--- src/pyob_pkg.sv ---
// ----------------------------------------------------------------------------
// pyob_pkg
// Shared types and constants for the packed 4:2:2 overlay blender.
// ----------------------------------------------------------------------------
package pyob_pkg;

    localparam int unsigned BYTE_W       = 8;
    localparam int unsigned LANES        = 4;
    localparam int unsigned CFG_INDEX_W  = 3;
    localparam logic [8:0]  GLYPH_CHROMA_THRESHOLD = 9'd150;

    localparam logic [7:0]  TEXT_LUMA_RESET = 8'd255;
    localparam logic [7:0]  TEXT_CB_RESET   = 8'd128;
    localparam logic [7:0]  TEXT_CR_RESET   = 8'd128;

    typedef enum logic [CFG_INDEX_W-1:0] {
        CFG_PIXEL_ORDER = 3'd0,
        CFG_BLEND_MODE  = 3'd1,
        CFG_TEXT_LUMA   = 3'd2,
        CFG_TEXT_CB     = 3'd3,
        CFG_TEXT_CR     = 3'd4
    } cfg_index_t;

    typedef enum logic [1:0] {
        MODE_COPY        = 2'd0,
        MODE_IMAGE       = 2'd1,
        MODE_GLYPH       = 2'd2,
        MODE_GLYPH_COLOR = 2'd3
    } blend_mode_t;

    typedef enum logic {
        ORDER_YUY2 = 1'b0,
        ORDER_UYVY = 1'b1
    } pixel_order_t;

    // How one output byte is formed in the last stage
    typedef enum logic [2:0] {
        OP_PASS_FRAME   = 3'd0,   // r = d
        OP_PASS_OVERLAY = 3'd1,   // r = s
        OP_ADD          = 3'd2,   // r = s + ((d*m) >> 8)
        OP_MIX          = 3'd3,   // r = (d*m + s*k) >> 8
        OP_CONST        = 3'd4    // r = k
    } lane_op_t;

    typedef struct packed {
        lane_op_t    op;
        logic [7:0]  d;
        logic [8:0]  m;
        logic [7:0]  s;
        logic [7:0]  k;
    } lane_in_t;

    typedef struct packed {
        logic load2;
        logic load3;
    } stage_en_t;

    typedef struct packed {
        logic [7:0] frame_byte0;
        logic [7:0] frame_byte1;
        logic [7:0] frame_byte2;
        logic [7:0] frame_byte3;
        logic [7:0] overlay_byte0;
        logic [7:0] overlay_byte1;
        logic [7:0] overlay_byte2;
        logic [7:0] overlay_byte3;
        logic [7:0] alpha_first;
        logic [7:0] alpha_second;
    } pair_t;

    typedef struct packed {
        logic [7:0] out_byte0;
        logic [7:0] out_byte1;
        logic [7:0] out_byte2;
        logic [7:0] out_byte3;
    } blend_t;

endpackage

--- src/pyob_lane.sv ---
// ----------------------------------------------------------------------------
// pyob_lane
// One byte lane: multiply stage, then combine stage into the output byte.
// ----------------------------------------------------------------------------
module pyob_lane (
    input  logic              clk,
    input  pyob_pkg::stage_en_t en,
    input  pyob_pkg::lane_in_t  lane_in,
    output logic [7:0]        result
);
    import pyob_pkg::*;

    logic [15:0] prod_frame;
    logic [15:0] prod_text;
    logic [15:0] mix_sum;
    logic [7:0]  result_next;

    logic [15:0] p1_reg;
    logic [15:0] p2_reg;
    lane_op_t    op_reg;
    logic [7:0]  d_reg;
    logic [7:0]  s_reg;
    logic [7:0]  k_reg;
    logic [7:0]  result_reg;

    // d*m never exceeds 255*256, so 16 bits hold it
    assign prod_frame = 16'(lane_in.d) * 16'(lane_in.m);
    assign prod_text  = 16'(lane_in.s) * 16'(lane_in.k);

    always_ff @(posedge clk)
    begin
        if (en.load2)
        begin
            p1_reg <= prod_frame;
            p2_reg <= prod_text;
            op_reg <= lane_in.op;
            d_reg  <= lane_in.d;
            s_reg  <= lane_in.s;
            k_reg  <= lane_in.k;
        end
    end

    // the sum is kept to 16 bits, so a carry out of bit 15 is dropped
    assign mix_sum = p1_reg + p2_reg;

    always_comb
    begin
        case (op_reg)
            OP_PASS_FRAME:   result_next = d_reg;
            OP_PASS_OVERLAY: result_next = s_reg;
            OP_ADD:          result_next = s_reg + p1_reg[15:8];
            OP_MIX:          result_next = mix_sum[15:8];
            OP_CONST:        result_next = k_reg;
            default:         result_next = d_reg;
        endcase
    end

    always_ff @(posedge clk)
    begin
        if (en.load3)
        begin
            result_reg <= result_next;
        end
    end

    assign result = result_reg;

endmodule

--- src/packed_yuv422_overlay_blender_core.sv ---
// ----------------------------------------------------------------------------
// packed_yuv422_overlay_blender_core
// Blends an overlay into one packed 4:2:2 pixel pair per word.
// ----------------------------------------------------------------------------
// Takes one pair word per clock and returns one blended word per clock while
// the output is not stalled. The path is three register stages: operand
// select, the per-byte multipliers, and the final add/select into the output
// register. Each stage holds its own valid bit and moves up as soon as the
// stage ahead is free, so bubbles collapse and a stalled output still lets
// the input run until the pipe is full. Write configuration only while no
// word is in flight.
module packed_yuv422_overlay_blender_core (
    input  logic                  clk,
    input  logic                  rst_n,
    input  logic                  pair_valid,
    output logic                  pair_stall,
    input  pyob_pkg::pair_t       pair_data,
    output logic                  blend_valid,
    input  logic                  blend_stall,
    output pyob_pkg::blend_t      blend_data,
    input  logic                  cfg_valid,
    output logic                  cfg_ready,
    input  logic [pyob_pkg::CFG_INDEX_W-1:0] cfg_index,
    input  logic [7:0]            cfg_data
);
    import pyob_pkg::*;

    pixel_order_t pixel_order_reg;
    blend_mode_t  blend_mode_reg;
    logic [7:0]   text_luma_reg;
    logic [7:0]   text_cb_reg;
    logic [7:0]   text_cr_reg;

    logic         s1_valid_reg;
    logic         s2_valid_reg;
    logic         s3_valid_reg;
    logic         ready1;
    logic         ready2;
    logic         ready3;
    logic         load1;
    stage_en_t    lane_en;

    logic [7:0]   frame [LANES];
    logic [7:0]   overlay [LANES];
    logic [8:0]   glyph_sum;
    logic         chroma_hit;
    lane_in_t     lane_next [LANES];
    lane_in_t     lane_reg [LANES];
    logic [7:0]   lane_result [LANES];

    // ---------------- configuration ----------------
    assign cfg_ready = 1'b1;

    always_ff @(posedge clk or negedge rst_n)
    begin
        if (!rst_n)
        begin
            pixel_order_reg <= ORDER_YUY2;
            blend_mode_reg  <= MODE_COPY;
            text_luma_reg   <= TEXT_LUMA_RESET;
            text_cb_reg     <= TEXT_CB_RESET;
            text_cr_reg     <= TEXT_CR_RESET;
        end
        else if (cfg_valid && cfg_ready)
        begin
            case (cfg_index_t'(cfg_index))
                CFG_PIXEL_ORDER: pixel_order_reg <= pixel_order_t'(cfg_data[0]);
                CFG_BLEND_MODE:  blend_mode_reg  <= blend_mode_t'(cfg_data[1:0]);
                CFG_TEXT_LUMA:   text_luma_reg   <= cfg_data;
                CFG_TEXT_CB:     text_cb_reg     <= cfg_data;
                CFG_TEXT_CR:     text_cr_reg     <= cfg_data;
                default:         ;
            endcase
        end
    end

    // ---------------- pipeline control ----------------
    assign ready3     = !s3_valid_reg || !blend_stall;
    assign ready2     = !s2_valid_reg || ready3;
    assign ready1     = !s1_valid_reg || ready2;
    assign pair_stall = !ready1;
    assign load1      = pair_valid && ready1;
    assign lane_en.load2 = s1_valid_reg && ready2;
    assign lane_en.load3 = s2_valid_reg && ready3;

    always_ff @(posedge clk or negedge rst_n)
    begin
        if (!rst_n)
        begin
            s1_valid_reg <= 1'b0;
            s2_valid_reg <= 1'b0;
            s3_valid_reg <= 1'b0;
        end
        else
        begin
            if (ready1)
            begin
                s1_valid_reg <= pair_valid;
            end
            if (ready2)
            begin
                s2_valid_reg <= s1_valid_reg;
            end
            if (ready3)
            begin
                s3_valid_reg <= s2_valid_reg;
            end
        end
    end

    // ---------------- operand select ----------------
    assign frame[0]   = pair_data.frame_byte0;
    assign frame[1]   = pair_data.frame_byte1;
    assign frame[2]   = pair_data.frame_byte2;
    assign frame[3]   = pair_data.frame_byte3;
    assign overlay[0] = pair_data.overlay_byte0;
    assign overlay[1] = pair_data.overlay_byte1;
    assign overlay[2] = pair_data.overlay_byte2;
    assign overlay[3] = pair_data.overlay_byte3;

    assign glyph_sum  = 9'(pair_data.overlay_byte0) + 9'(pair_data.overlay_byte1);
    assign chroma_hit = glyph_sum > GLYPH_CHROMA_THRESHOLD;

    always_comb
    begin
        logic [1:0] pos;
        logic       second;
        logic       is_luma;
        logic [7:0] alpha_img;
        logic [7:0] alpha_pix;
        logic [7:0] glyph;

        for (int i = 0; i < LANES; i++)
        begin
            pos       = 2'(i);
            second    = pos[1];
            // byte 2 is the only one blended with the second alpha in image mode
            alpha_img = (pos == 2'd2) ? pair_data.alpha_second : pair_data.alpha_first;
            alpha_pix = second ? pair_data.alpha_second : pair_data.alpha_first;
            glyph     = second ? pair_data.overlay_byte1 : pair_data.overlay_byte0;
            is_luma   = (pos[0] == pixel_order_reg);

            lane_next[i].op = OP_PASS_FRAME;
            lane_next[i].d  = frame[i];
            lane_next[i].m  = 9'(alpha_pix);
            lane_next[i].s  = glyph;
            lane_next[i].k  = text_luma_reg;

            case (blend_mode_reg)
                MODE_COPY:
                begin
                    lane_next[i].op = OP_PASS_OVERLAY;
                    lane_next[i].s  = overlay[i];
                end
                MODE_IMAGE:
                begin
                    lane_next[i].s  = overlay[i];
                    lane_next[i].m  = 9'(alpha_img) + 9'd1;
                    lane_next[i].op = (alpha_img == 8'd0) ? OP_PASS_OVERLAY : OP_ADD;
                end
                MODE_GLYPH:
                begin
                    if (is_luma && alpha_pix != 8'd0)
                    begin
                        lane_next[i].op = OP_ADD;
                    end
                end
                MODE_GLYPH_COLOR:
                begin
                    if (is_luma)
                    begin
                        if (alpha_pix != 8'd0)
                        begin
                            lane_next[i].op = OP_MIX;
                        end
                    end
                    else if (chroma_hit)
                    begin
                        lane_next[i].op = OP_CONST;
                        lane_next[i].k  = second ? text_cr_reg : text_cb_reg;
                    end
                end
                default:
                begin
                    lane_next[i].op = OP_PASS_FRAME;
                end
            endcase
        end
    end

    always_ff @(posedge clk)
    begin
        if (load1)
        begin
            for (int i = 0; i < LANES; i++)
            begin
                lane_reg[i] <= lane_next[i];
            end
        end
    end

    // ---------------- multiply and combine ----------------
    for (genvar g = 0; g < LANES; g++)
    begin : g_lane
        pyob_lane u_lane (
            .clk     (clk),
            .en      (lane_en),
            .lane_in (lane_reg[g]),
            .result  (lane_result[g])
        );
    end

    assign blend_valid          = s3_valid_reg;
    assign blend_data.out_byte0 = lane_result[0];
    assign blend_data.out_byte1 = lane_result[1];
    assign blend_data.out_byte2 = lane_result[2];
    assign blend_data.out_byte3 = lane_result[3];

endmodule

--- config.mk ---
export PLATFORM = sky130hd
export DESIGN_NAME = packed_yuv422_overlay_blender_core
export DESIGN_NICKNAME = d
export VERILOG_FILES = /design/src/pyob_pkg.sv /design/src/pyob_lane.sv /design/src/packed_yuv422_overlay_blender_core.sv
export SDC_FILE = /design/constraint.sdc
export NUM_CORES = 2
export LEC_CHECK = 0
export BUFFER_PORTS_ARGS = -buffer_cell sky130_fd_sc_hd__buf_2
export CAP_MARGIN = 10
export CORE_ASPECT_RATIO = 0.9
export CORE_MARGIN = 2
export CORE_UTILIZATION = 28
export CTS_BUF_LIST = sky130_fd_sc_hd__clkbuf_4 sky130_fd_sc_hd__clkbuf_8
export CTS_CLUSTER_DIAMETER = 80
export DETAILED_ROUTE_END_ITERATION = 12
export PLACE_DENSITY_LB_ADDON = 0.12
export SLEW_MARGIN = 20
export SYNTH_ARGS = -nofsm -noshare
export SYNTH_HDL_FRONTEND = slang
export SYNTH_SLANG_ARGS = --single-unit
export TNS_END_PERCENT = 10
--- constraint.sdc ---
create_clock -name clk -period 17.6 [get_ports clk]
set_input_delay 1.76 -clock clk [delete_from_list [all_inputs] [get_ports clk]]
set_output_delay 1.76 -clock clk [all_outputs]
set_load 0.02 [all_outputs]
Word-level counts from Yosys, hierarchy flattened
Memories as Yosys holds them, arrays and structs flattened.
Cells that the tools add are included.
W data, S select, Z words.

word-level totals
  bits in read-only memories = 0
  logic and storage cells = 147
  output and inout port bits = 35
  latch bits = 0
  memories = 1
  memory bits (writable) = 144
  flip-flop bits (word level) = 298

memory list
  memory    depth  bits a word  rd ports  clocked after Yosys merged registers in  write ports  line                                      source
  lane_reg  4      36           4         0                                        4            packed_yuv422_overlay_blender_core.sv:48  lane_in_t lane_reg [LANES];

cells by class
  bitwise operators = 1
  $lt $le $gt $ge = 1
  multiply operators = 8
  divide/modulo/power cells = 0
  reductions and logical operators = 27
  equal/unequal tests = 23
  $add $sub $neg = 11
  mux-type cells = 39
  shift operators = 0

operator list
  kind                   count
  $pmux W8 S4            4
  $mux W8                13
  $add A16 B16 Y16       4
  $mul A8 B8 Y16         4
  $mul A8 B9 Y16         4
  $pmux W3 S4            4
  $add A8 B8 Y8          4
  $eq A3 B2 Y1 const B   10
  $mux W9                3
  $add A8 B1 Y9 const B  2
  $logic_not A8 Y1       2
  $mux W2                8
  $reduce_bool A8 Y1     2
  $eq A3 B1 Y1 const B   5
  $eq A3 B3 Y1 const B   5
  $mux W3                5
  $reduce_and A2 Y1      5
  $add A8 B8 Y9          1
  $gt A9 B8 Y1 const B   1
  $logic_and A1 B1 Y1    7
  $logic_not A1 Y1       5
  $eq A2 B2 Y1 const B   2
  $logic_not A3 Y1       1
  $logic_or A1 B1 Y1     3
  5 further kinds        6

Logic depth before layout (Yosys ltp)
  depth after elaboration = 7
  gate-level depth with buffers = 18
  depth with buffers taken out = 17

By module
From an unflattened synthesis, not the netlist that was laid out.

unflattened totals
  cell total of the unflattened synthesis = 3438
  area total of the unflattened synthesis = 37279.5 sq um

modules (own cells, without submodules)
  module                              cells an instance  area each (sq um)  sequential area each (sq um)  instances
  pyob_lane at g_lane[0].u_lane       768                7694.9             2011.9                        1
  pyob_lane at g_lane[1].u_lane       759                7668.6             2011.9                        1
  pyob_lane at g_lane[3].u_lane       726                7479.7             2011.9                        1
  pyob_lane at g_lane[2].u_lane       725                7458.4             2011.9                        1
  packed_yuv422_overlay_blender_core  460                6977.9             4757.1                        1

Worst setup path before layout
OpenSTA, ideal clock, no wires.

  path type = input to register
  from = in blend_stall
  to = reg g_lane[0].u_lane.d_reg[0], enable pin
  setup time = 624 ps
  slack = 9813 ps
  stages = 2
  data arrival time = 7163 ps
  path buffers = 0
  cell sequence = nand3_1 and2_1

RTL lines
  item                  line                                      source
  start, declared       packed_yuv422_overlay_blender_core.sv:19  input logic blend_stall,
  end signal, assigned  pyob_lane.sv:37                           d_reg <= lane_in.d;
  end, declared         pyob_lane.sv:21                           logic [7:0] d_reg;

==> flow_metrics.tcl <==
set metrics [dict create \
    placed_area_sq_um 39300 \
    power.leakage_nw 17.9 \
    r2r_start "lane_reg[1][22]" \
    place_congestion 0.815 \
    grt_max_degree 68 \
    numPortBuffers 129 \
    ant_nets 0 \
    post_cts_resized 0 \
    synthAdderAreaFrac 0.301 \
    outcome "completed" \
    fin_util 0.318 \
    final_hold_viol_count 0 \
    grt_overflow 0 \
    synth_area_sq_um 36600 \
    min_period_over_period 0.279 \
    rsz0062_at_grt "no" \
    postCtsSetupRepairBufs 0 \
    final_common_cell "inv_1" \
    area_growth_pct 12.3 \
    design_area_sq_um 41100 \
    synthTopCellsByArea "edfxtp_1 (33%), fa_1 (17%), ha_1 (13%)" \
    final_nets 4315 \
    drtIter0Drc 1193 \
    largest_reg_flops 133 \
    end_kind "flop" \
    numClockSinks 429 \
    drc 0 \
    synth_seq_cells 429 \
    clock_path_buffers 3 \
    holdPathEnd "g_lane[0].u_lane.op_reg[1]" \
    fp.dieH_microns 347 \
    crit_type "reg -> reg" \
    synth_edf_count 399 \
    ys_warn_count 0 \
    drive_above_1_share 0.112 \
    fp.dieArea_sq_um 134000 \
    grt_pass1_wl_microns 156000 \
    arrival_ps 5400 \
    grt_usage 0.155 \
    antenna_found_initial 20 \
    maxCapViolCount 0 \
    synth_top_area_frac 0.328 \
    whs_path_depth 0 \
    syn_avg_cell_area_sq_um 10.9 \
    synth_area_leader_cell "edfxtp_1" \
    fmax_mhz 204 \
    n_fill_cell 13300 \
    synthCells 3341 \
    synth_nets 4130 \
    ys_seq_area_frac 0.348 \
    rows 125 \
    cp-start-kind "flop" \
    r2r_cells 14 \
    clockRootBuffer "clkbuf_8" \
    setup-tns-final_ps 0 \
    cts_tree "yes" \
    vias 24400 \
    fp.dieW_microns 385 \
    path_max_fanout 16 \
    io_pins 131 \
    synthArstFlopShare 0.0699 \
    grt_pass1_vias 24900 \
    powerDensity_nw_per_um2 156 \
    hold_path_startpoint "lane_reg[0][34]" \
    synth-xor-area-share 0.0409 \
    hp-class "reg -> reg" \
    clk_pin_slew_ps 60 \
    initial_core_util 0.283 \
    worst_slew_pin_slew_ps 1080 \
    drv_slew 0 \
    ys.flop_type "edfxtp_1" \
    synthSimpleGateAreaFrac 0.146 \
    synth-compound-area-share 0.0781 \
    cp.required_ps 18090 \
    holdBufCountCts 0 \
    wirelength_microns 102000 \
    fin_skew_ps 76.7 \
    irDropWorstVdd_uv 61.9 \
    numCtsBuffers 87 \
    synth_cell_type_count 80 \
    slew_headroom 0.279 \
    rrSetupSlack_ps 12690 \
    clk_latency_ps 800 \
    crit_path_start "lane_reg[1][22]" \
    r2r-end "g_lane[1].u_lane.p1_reg[15]" \
    wl_per_cell_microns 19.2 \
    core_area_sq_um 129000 \
    min_period_ps 4910 \
    setup_violations 0 \
    first_pass_iters 5 \
    htree_levels 3 \
    final_cell_mix "inv_1 (473), and2_1 (439), edfxtp_1 (399)" \
    via_per_inst 4.59 \
    synth_top_family_by_area "adder cells" \
    synth_mux_area_frac 0.0303 \
    dpl.hpwl_microns 77400 \
]
cells by family after synthesis:
group	Yosys count
compound gates	445
mux	95
flops	429
buf+inv	526
simple gates	981
fa+ha+maj	693
other cells	1
xor+xnor	171
report_power, final:
group | internal, mW | switching (mW)
logic | 1.61 | 1.92
registers | 1.55 | 0.254
clock network | 0.581 | 0.493
layout make-up:
cell class | count | area [sq um] | share of cell area
inverter | 475 | 1780 | 0.0434
sequential | 429 | 12700 | 0.310
antenna | 7 | 17.5 | 0.000426
tap | 1714 | 2140 | 0.0522
multi-input combinational | 2386 | 21800 | 0.532
timing repair buffer | 147 | 788 | 0.0192
clock inverter | 43 | 309 | 0.00752
clock buffer | 115 | 1450 | 0.0352
worst max-delay path by stage:
| stage | endpoint | depth (start not counted) | slack (ps) |
|---|---|---|---|
| after CTS | g_lane[1].u_lane.p1_reg[15] | 14 | 12620 |
| after global routing | g_lane[0].u_lane.p1_reg[15] | 15 | 12410 |
| after floorplan | g_lane[0].u_lane.d_reg[0] | 2 | 9810 |
| final | g_lane[1].u_lane.p1_reg[15] | 14 | 12690 |
| after global placement | lane_reg[2][2] | 10 | 12190 |
| after detailed placement | lane_reg[0][7] | 10 | 12230 |
cells in the mapped netlist, types with 27 or more instances:
master      n
a21o_1     28
nor3_1     29
inv_1     473
o22ai_1    30
o21ai_0    95
a21oi_1   136
xnor2_1   150
ha_1      380
and2_1    441
nand3_1    44
fa_1      313
nand2b_1   33
nor2_1     90
nand2_1   222
clkbuf_1   41
o21a_1     27
edfxtp_1  399
mux2_2     49
per-layer routing:
metal,up-vias,GRT usage,share of wire
met5,-,0,0.0011
met4,16,0.0391,0.021
met3,134,0.0329,0.056
met2,420,0.225,0.42
met1,12100,0.232,0.51
li1,11700,-,-
through the flow:
step | power [mW] | setup slack, ps | hold slack (ps) | std cells
after global routing | 7.10 | 12410 | 401 | 5310
after floorplan | 4.48 | 9810 | 400 | 3341
final | 6.42 | 12690 | 394 | 5316
after CTS | 6.54 | 12620 | 377 | 5308
after detailed placement | 5.38 | 12230 | 405 | 5150
after global placement | 5.40 | 12190 | 402 | 5150
worst max-delay path, cell delays in order, from the launching register on:
cell,delay (ps)
edfxtp_1,670
and2_1,280
fa_1,500
fa_1,530
fa_1,510
inv_1,50
fa_1,480
inv_1,40
ha_1,320
or3_1,370
o21ai_0,70
a21oi_1,80
a211oi_1,380
a21oi_1,150
xnor2_1,140
Note: power is estimated with default switching activity, not from simulation.
